**config.mk**
```make
export PLATFORM = sky130hd
export DESIGN_NAME = spi_scale
export DESIGN_NICKNAME = d
export VERILOG_FILES = /design/src/design/spi_pkg.sv /design/src/design/spi_scale.sv
export SDC_FILE = /design/constraint.sdc
export NUM_CORES = 2
export LEC_CHECK = 0
export ABC_AREA = 1
export BUFFER_PORTS_ARGS = -buffer_cell sky130_fd_sc_hd__buf_2
export CAP_MARGIN = 25
export CORE_MARGIN = 1
export CORE_UTILIZATION = 30
export DETAILED_ROUTE_END_ITERATION = 8
export HOLD_SLACK_MARGIN = 0.02
export SETUP_SLACK_MARGIN = 0.2
export SKIP_LAST_GASP = 1
export SLEW_MARGIN = 40
export SYNTH_ARGS = -nofsm -noshare
export SYNTH_HDL_FRONTEND = slang
export SYNTH_SLANG_ARGS = --single-unit
```
**constraint.sdc**
```tcl
create_clock -name clock -period 19.23 [get_ports clock]
set_input_delay 1.923 -clock clock [delete_from_list [all_inputs] [get_ports clock]]
set_output_delay 1.923 -clock clock [all_outputs]
set_load 0.02 [all_outputs]
```
**src/design/spi_pkg.sv**
```systemverilog
// ----------------------------------------------------------------------------
// spi_pkg: shared types and constants
// Holds the axis codes, the width of the crossing fraction, the min_delta reset
// value and the pipeline control word that goes from cell to cell.
// ----------------------------------------------------------------------------
package spi_pkg;

   // axis codes carried on tuser
   localparam logic [1:0] AXIS_X = 2'd0;
   localparam logic [1:0] AXIS_Y = 2'd1;
   localparam logic [1:0] AXIS_Z = 2'd2;

   // fractional bits of t; 1.0 is 2^T_FRAC
   localparam int T_FRAC = 32;

   localparam logic [15:0] MIN_DELTA_RESET = 16'd21;

   // control word that travels with each request
   typedef struct packed {
      logic valid;
      logic hit;
      logic one;   // t is exactly 1.0
   } ctrl_type;

endpackage

```
**src/design/spi_scale.sv**
```systemverilog
// ----------------------------------------------------------------------------
// spi_scale: start + floor(delta * t) for one axis
// Two stages: partial products, then sum, floor correction and offset.
// ----------------------------------------------------------------------------
module spi_scale
   import spi_pkg::*;
#(
   parameter int CW = 32
) (
   input  logic                 clock,
   input  logic                 en,
   input  logic signed [CW-1:0] start_i,
   input  logic signed [CW:0]   delta_i,
   input  logic [T_FRAC-1:0]    t_i,
   input  logic                 one_i,
   output logic signed [CW-1:0] coord_o
);

   localparam int W  = CW + 1;
   localparam int AW = (W > 32) ? W : 33;
   localparam int HW = AW - 32;

   logic [W-1:0]         mag;
   logic [AW-1:0]        mag_ext;
   logic                 neg_ff;
   logic                 one_ff;
   logic [AW-1:0]        mag_ff;
   logic signed [CW-1:0] start_ff;
   logic [63:0]          plo_ff;
   logic [HW+31:0]       phi_ff;
   logic [AW:0]          q;
   logic                 rem;
   logic [AW:0]          sum;
   logic signed [CW-1:0] coord_ff, coord_in;

   always_comb begin
      mag     = delta_i[CW] ? W'(-delta_i) : W'(delta_i);
      mag_ext = AW'(mag);
   end

   // partial products
   always_ff @(posedge clock) begin
      if (en) begin
         neg_ff   <= delta_i[CW];
         one_ff   <= one_i;
         mag_ff   <= mag_ext;
         start_ff <= start_i;
         plo_ff   <= mag_ext[31:0] * t_i;
         phi_ff   <= mag_ext[AW-1:32] * t_i;
      end
   end

   // sum, round towards minus infinity, add start
   always_comb begin
      if (one_ff) begin
         q   = (AW+1)'(mag_ff);
         rem = 1'b0;
      end else begin
         q   = (AW+1)'(phi_ff) + (AW+1)'(plo_ff[63:32]);
         rem = |plo_ff[31:0];
      end
      if (neg_ff) begin
         sum = (AW+1)'(start_ff) - q - (AW+1)'(rem);
      end else begin
         sum = (AW+1)'(start_ff) + q;
      end
      coord_in = sum[CW-1:0];
   end

   always_ff @(posedge clock) begin
      if (en) begin
         coord_ff <= coord_in;
      end
   end

   assign coord_o = coord_ff;

endmodule

```
==> flow_summary.toml <==
[sta]
finClkSkew_ns = 0.0129
relSlewSlack = 0.397
period_minus_slack_ns = 11.32
whs_ns = 0.758
final_hold_viol_count = 0
grt_setup_unrepaired = "false"
setup_violations = 0
tightest_slew_ns = 0.904
fin_crit_sh = 0.588
setup_tns_ns = 0
max_freq_mhz = 88.4
slew_violations = 0

[floorplan]
die-area_um2 = 155000
die_y_um = 393
dieWidth_um = 393
core_area_um2 = 152000
ios = 132
rows = 143
start_util = 0.303

[worst_setup_path]
r2r_cells = 26
worst_r2r_startpoint = "plo_ff[32]"
cp_max_fo = 22
cp_top_family = "adder cells"
critPathBufInv = 10
crit_path_top_delay_cell = "fa_1"
arrival_ns = 11.55
crit_type = "in -> reg"
crit_top_cell = "fa_1"
endpoint_kind = "flop"
critical_path_required_ns = 19.46
r2r_end = "coord_o[29]"
cp-start-kind = "input pin"
r2r_setup_slack_ns = 13.79
cpPeakStageDelay_ns = 0.54

[synth]
ys.flop_type = "edfxtp_1"
synth_edf_count = 194
yosysWarnings = 0
synth_compound_area_frac = 0.0612
synth-adder-area-share = 0.497
yosys.area_share.simple = 0.175
yosysSeqAreaShare = 0.127
synth_top_family_by_area = "adder cells"
async_reset_ff_frac = 0
syn-num-nets = 6930
syn_inst = 5544
synth_cell_types = 61
synth_xor_area_frac = 0.0162
syn_area_um2 = 46000
synthMuxAreaShare = 0.000653
synth_seq_cells = 194
avgSynthCellArea_um2 = 8.29

[grt]
overflow = 0
antenna_found_initial = 18
grt_max_degree = 133
grt_pass1_vias = 39800
grt_pass1_wl_mm = 252
grtUsageTotal = 0.219

[detailed_routing]
firstDrtPassIters = 5
avgViaCountPerCell = 4.97
routed_wl_mm = 169
ant_nets = 0
drc_errors = 0
vias = 37900
drtIter0Drc = 3525
detail_route.wl_per_cell_um = 22.2

[clock_tree]
hold_buffers = 0
htreeDepth = 4
cts_tree = "built"
root_buffer = "clkbuf_16"
numCtsBuffers = 17
clock-sinks = 194
cts_setup_buffers = 0
clk_pin_slew_worst_paths_ns = 0.07
insertion_delay_ns = 0.50
clockBufferDepth = 2
cts_resized = 0

[cells_and_area]
final_cell_area_um2 = 49500
synthToLayoutAreaGrowth_pct = 7.69
fin_nets = 6965
fin_util = 0.326
drive_gt1_frac = 0.0587

[placed_design]
routabilityCongestion = 0.982
portBuffers = 131
hpwl_mm = 135
dpl-instance-area_um2 = 48900

[run_status]
status = "finished clean"

[worst_hold_path]
whs_path_depth = 3
hold_path_class = "reg -> reg"
min_from = "start_ff[0]"
holdPathEnd = "coord_o[0]"

[job]
max-cap-violations = 0
cells in the mapped netlist, drive strengths merged (45+ instances only):
master     n  area (µm²)
ha       386        4830
o21ai    181         913
fa       900       18000
inv     1275        4790
edfxtp   194        5830
buf       45         269
nor2     807        3150
a21oi    213        1070
xor2      57         507
nand2    964        3650
clkbuf   145         544
nand3    112         588
per-stage QoR:
| step | setup slack (ns) | instances |
|---|---|---|
| 6_report | 7.91 | 7626 |
| 5_1_grt | 7.68 | 7622 |
| 3_3_place_gp | 7.58 | 7590 |
| 3_5_place_dp | 7.49 | 7590 |
| 4_1_cts | 8.03 | 7620 |
| 2_1_floorplan | 9.83 | 5544 |
registers in the layout, summed over array words and instances, names as in the netlist:
name      cells
one_ff        1
start_ff     32
coord_o      32
neg_ff        1
mag_ff       32
plo_ff       64
phi_ff       32
worst max-delay path by stage:
stage                startpoint         end  slack [ns]  cells after the start
floorplan            delta_i[0]  plo_ff[63]        9.83                     40
global placement    delta_i[32]  plo_ff[53]        7.58                     30
detailed placement   delta_i[0]  plo_ff[63]        7.49                     38
CTS                  delta_i[0]  plo_ff[63]        8.03                     38
global route         delta_i[1]  plo_ff[53]        7.68                     36
finish               delta_i[1]  plo_ff[53]        7.91                     36
per-layer routing:
layer / GRT usage / wire (µm) / vias to the layer above
met3: 0.0387 / 13800 / 314
met1: 0.283 / 68700 / 19200
met2: 0.359 / 78700 / 1664
li1: - / - / 16700
met5: 0 / 62 / -
met4: 0.0907 / 7860 / 10
tightest hold or removal path, cell delays in order (launching register included):
cell and delay, ns:
edfxtp_1 0.38, ha_1 0.16, nand2_1 0.05, o21ai_0 0.06
cell type report:
| cell class | count | area, µm² |
|---|---|---|
| repair buffers | 206 | 1240 |
| clock inverters | 10 | 104 |
| diodes | 6 | 15.0 |
| fillers | 16100 | 102000 |
| well taps | 2030 | 2540 |
| flip-flops and latches | 194 | 5830 |
| inverters | 1294 | 4860 |
| clock buffers | 20 | 437 |
| multi-input cells | 3866 | 34500 |
cell families (layout without fill, tap and decap cells):
group	after synthesis	in the layout
simple gates	1985	1985
mux	3	3
xor+xnor	84	84
fa+ha+maj	1286	1286
compound gates	508	508
other cells	0	6
flops	194	194
buf+inv	1484	1530
placed cells by master (no fill, tap or decap), drive strengths merged, types with 24 or more instances in the layout:
cell,Yosys,layout
a21oi,213,213
a31oi,36,36
buf,45,205
edfxtp,194,194
fa,900,900
ha,386,386
inv,1275,1279
nand2,964,964
nand3,112,112
nor2,807,807
nor3,36,36
o21ai,181,181
or2,24,24
xnor2,27,27
xor2,57,57
Power is left out: the tool's default activity adds up to more than one toggle a clock period on the data nets, which glitch-free logic cannot reach.
