`src/design/spi_pkg.sv`:
```
// ----------------------------------------------------------------------------
// spi_pkg: shared types and constants
// Holds the axis codes, the width of the crossing fraction, the min_delta reset
// value and the pipeline control word that goes from cell to cell.
// ----------------------------------------------------------------------------
package spi_pkg;

   // axis codes carried on tuser
   localparam logic [1:0] AXIS_X = 2'd0;
   localparam logic [1:0] AXIS_Y = 2'd1;
   localparam logic [1:0] AXIS_Z = 2'd2;

   // fractional bits of t; 1.0 is 2^T_FRAC
   localparam int T_FRAC = 32;

   localparam logic [15:0] MIN_DELTA_RESET = 16'd21;

   // control word that travels with each request
   typedef struct packed {
      logic valid;
      logic hit;
      logic one;   // t is exactly 1.0
   } ctrl_type;

endpackage

```
`src/design/spi_div_cell.sv`:
```
// ----------------------------------------------------------------------------
// spi_div_cell: one restoring division step
// Shifts the partial remainder, tries to subtract the divisor and shifts one
// quotient bit into t. Side data rides along unchanged.
// ----------------------------------------------------------------------------
module spi_div_cell
   import spi_pkg::*;
#(
   parameter int W      = 33,
   parameter int SIDE_W = 195
) (
   input  logic              clock,
   input  logic              reset,
   input  logic              en,
   input  ctrl_type          ctrl_i,
   input  logic [W-1:0]      rem_i,
   input  logic [W-1:0]      den_i,
   input  logic [T_FRAC-1:0] t_i,
   input  logic [SIDE_W-1:0] side_i,
   output ctrl_type          ctrl_o,
   output logic [W-1:0]      rem_o,
   output logic [W-1:0]      den_o,
   output logic [T_FRAC-1:0] t_o,
   output logic [SIDE_W-1:0] side_o
);

   ctrl_type          ctrl_ff;
   logic [W-1:0]      rem_ff, rem_in;
   logic [W-1:0]      den_ff;
   logic [T_FRAC-1:0] t_ff, t_in;
   logic [SIDE_W-1:0] side_ff;
   logic [W:0]        rem2;
   logic [W:0]        diff;

   // trial subtract
   always_comb begin
      rem2 = {rem_i, 1'b0};
      diff = rem2 - {1'b0, den_i};
      if (rem2 >= {1'b0, den_i}) begin
         rem_in = diff[W-1:0];
         t_in   = {t_i[T_FRAC-2:0], 1'b1};
      end else begin
         rem_in = rem2[W-1:0];
         t_in   = {t_i[T_FRAC-2:0], 1'b0};
      end
   end

   // control
   always_ff @(posedge clock) begin
      if (reset) begin
         ctrl_ff <= '0;
      end else if (en) begin
         ctrl_ff <= ctrl_i;
      end
   end

   // payload
   always_ff @(posedge clock) begin
      if (en) begin
         rem_ff  <= rem_in;
         den_ff  <= den_i;
         t_ff    <= t_in;
         side_ff <= side_i;
      end
   end

   assign ctrl_o = ctrl_ff;
   assign rem_o  = rem_ff;
   assign den_o  = den_ff;
   assign t_o    = t_ff;
   assign side_o = side_ff;

endmodule

```
`config.mk`:
```
export PLATFORM = sky130hd
export DESIGN_NAME = spi_div_cell
export DESIGN_NICKNAME = d
export VERILOG_FILES = /design/src/design/spi_pkg.sv /design/src/design/spi_div_cell.sv
export SDC_FILE = /design/constraint.sdc
export NUM_CORES = 1
export LEC_CHECK = 0
export ABC_AREA = 1
export BUFFER_PORTS_ARGS = -buffer_cell sky130_fd_sc_hd__clkbuf_2
export CORE_AREA = 2 2 229 231
export CTS_CLUSTER_DIAMETER = 200
export DETAILED_ROUTE_END_ITERATION = 16
export DIE_AREA = 0 0 231 233
export SETUP_SLACK_MARGIN = 0.2
export SYNTH_ARGS = -nofsm -noshare
export SYNTH_HDL_FRONTEND = slang
export SYNTH_SLANG_ARGS = --single-unit
```
`constraint.sdc`:
```
create_clock -name clock -period 2.3 [get_ports clock]
set_input_delay 0.345 -clock clock [delete_from_list [all_inputs] [get_ports clock]]
set_output_delay 0.345 -clock clock [all_outputs]
set_load 0.005 [all_outputs]
```
==> results.cfg <==
[synth]
ys_seq_elements = 296
syn-num-nets = 1355
synth_area_mm2 = 0.0122
seq_area_frac_synth = 0.725
synthCells = 1022
muxShareOfSynthArea = 0
synth_top_family_by_area = simple AND/OR/NAND/NOR gates
synthAdderAreaFrac = 0.0354
synth_compound_area_frac = 0.0130
avgSynthCellArea_um2 = 12.0
ys.warnings.count = 0
ys_types = 28
synth-simple-area-share = 0.157
synthXorXnorAreaFrac = 0.0107

[setup_path]
worstPathMaxFanout = 8
start_kind = input pin
endpoint_kind = flip-flop
cp.arrival_ps = 2410
cp_data_required_time_ps = 2710
worstSetupPathType = in2reg

[sta]
rsz0062_at_grt = no
hold_viol = 0
setup_viol = 0
tightest_slew_ps = 487
fin_tns_setup_ps = 0
fmax_ghz = 0.499
setup_slack_ps = 295
slew_viol_final = 0
hold_slack_ps = 32.6
finClkSkew_ps = 0
post-route-period-util = 0.872
post-route-min-period_ps = 2010
slew_headroom = 0.675

[clocking]
worstSkewPairLatency_ps = 540
cts_sinks = 296
cts-root-buf = clkbuf_16
postCtsSetupBuffers = 0
cts_made_buffers = 37
cts_buffer_depth = 3
path_clk_slew_ps = 60
htree_num_levels = 2
cts_tree = yes

[global_routing]
grt_pass1_wl_mm = 75.1
grt_pass1_vias = 11300
grt_use_total = 0.197
antenna_found_initial = 14
grt_max_degree = 80
overflow = 0

[power_and_ir_drop]
total_leakage_power_nw = 9.78
power_density_mw_per_mm2 = 732
clkPwrFrac = 0.385
pwr-share-comb = 0.170
p_sw_frac = 0.263
internal_power_mw = 11.0
power_frac_seq = 0.445
p_sw_mw = 3.92
ir_drop_mv = 0.463

[floorplan]
start_util = 0.239
die_area_mm2 = 0.0538
num_rows = 83
die_width_um = 231
pin_count = 595
core_area_mm2 = 0.0511
die_h_um = 233

[placement]
dpl.hpwl_mm = 43.1
place.gp.congestion = 0.883
place_ws_ps = -108
io_buffers = 593
post-place-cells = 2367

[route]
via_count = 11000
avgViaCountPerCell = 4.10
drt_pre_antenna_iters = 5
drc_errors = 0
routed_wl_mm = 55.0
postRouteAntennaNets = 0
drtIter0Drc = 482
drt-wirelength-per-cell_um = 20.5

[outcome]
status = finished clean

[finish]
area_growth_pct = 66.4
final_core_util = 0.398
fill_cells = 5005
stdcell_count = 2684
layout.nets = 2303
drive_gt1_frac = 0.378

[job]
drv_cap = 0

[hold_path]
hold_class = in2reg
-- power groups by stage --
stage	Sequential, mW	Combinational (mW)	Clock [mW]
after detailed placement	6.73	2.17	0
after CTS	6.63	2.55	5.89
after global routing	6.67	2.78	6.10
after global placement	6.73	2.17	0
final	6.63	2.53	5.73
after floorplan	6.77	0.670	0
-- cells in the mapped netlist (all sizes together) --
cell type,n,area share
nand2,338,0.11
edfxtp,293,0.72
inv,174,0.053
nand3,58,0.025
nor2,48,0.016
ha,33,0.034
a21oi,25,0.011
xor2,14,0.010
buf,9,0.0052
nor3,8,0.0042
and2,7,0.0036
nand4,4,0.0020
dfxtp,3,0.0049
o21bai,2,0.0012
or2,2,0.0010
a21o,1,0.00061
clkinv,1,0.00031
fa,1,0.0016
xnor2,1,0.00072
-- worst max-delay path, cell delays in order --
cell           delay (ps)
dlygate4sd3_1         520
clkbuf_2              120
inv_2                  40
ha_4                  260
inv_1                  40
nor2_1                 80
nand2_1                70
buf_4                 140
nor3_4                190
nand2_4               100
nand2_4               170
clkbuf_16             200
nand2_1                50
nand2_1                60
-- repair_timing --
action / in CTS / in global routing
hold buffers: 243 / 0
resized for setup: 0 / 4
hold endpoints to repair: 244 / 0
setup endpoints to repair: 0 / 28
-- sequential cells by signal (all words and copies together), names as in the netlist --
name    cells
side_o    195
den_o      33
t_o        32
ctrl_o      3
rem_o      33
-- final cells by class --
class                           instances  area (um2)  share of cell area
Clock buffer                           42         945              0.0464
Clock inverter                         25         235              0.0116
Sequential cell                       296        8860               0.435
Inverter                              175         657              0.0323
Antenna cell                            6        15.0            0.000738
Tap cell                              680         851              0.0418
Timing Repair Buffer                  918        6130               0.301
Multi-Input combinational cell        542        2660               0.131
-- kinds of logic (layout without fill, tap and decap cells) --
group / Yosys count / after routing
flops: 296 / 296
buf+inv: 184 / 1160
compound gates: 28 / 28
fa+ha+maj: 34 / 34
other cells: 0 / 6
simple gates: 465 / 465
xor+xnor: 15 / 15
-- per-layer routing --
metal | routed length, um | GRT usage
met4 | 3350 | 0.117
met1 | 20300 | 0.212
met3 | 4790 | 0.0738
met2 | 26500 | 0.330
met5 | 79 | 0
-- layout by cell type, fill, tap and decap left out, types with 2 or more instances in the layout --
master and count:
a21oi_1 24, and2_1 7, buf_12 6, buf_4 73, buf_6 2, bufinv_16 3
clkbuf_1 5, clkbuf_16 38, clkbuf_2 592, clkinv_1 4, clkinv_2 10, clkinvlp_4 5
dfxtp_1 3, diode_2 6, dlygate4sd3_1 243, edfxtp_1 293, ha_1 32, inv_1 170
inv_2 4, inv_6 2, nand2_1 331, nand2_2 5, nand2_4 2, nand3_1 56
nand3_2 2, nand4_1 4, nor2_1 45, nor2_2 2, nor3_1 7, o21bai_1 2
or2_2 2, xor2_1 14
-- through the flow --
| stage | cell area, um2 | power, mW |
|---|---|---|
| 2_1_floorplan | 12200 | 7.44 |
| 4_1_cts | 20300 | 15.1 |
| 3_3_place_gp | 16700 | 8.90 |
| 6_report | 20300 | 14.9 |
| 5_1_grt | 20300 | 15.6 |
| 3_5_place_dp | 16700 | 8.91 |
-- path summary, 6_finish.rpt --
kind	to	depth (start not counted)	from	slack, ps
min	den_o[23]	1	den_i[23]	30
max reg2reg	ctrl_o[1]	2	ctrl_o[1]	1640
min reg2reg	ctrl_o[2]	2	ctrl_o[2]	490
max	rem_o[24]	14	den_i[32]	290
(Power assumes the default switching activity.)
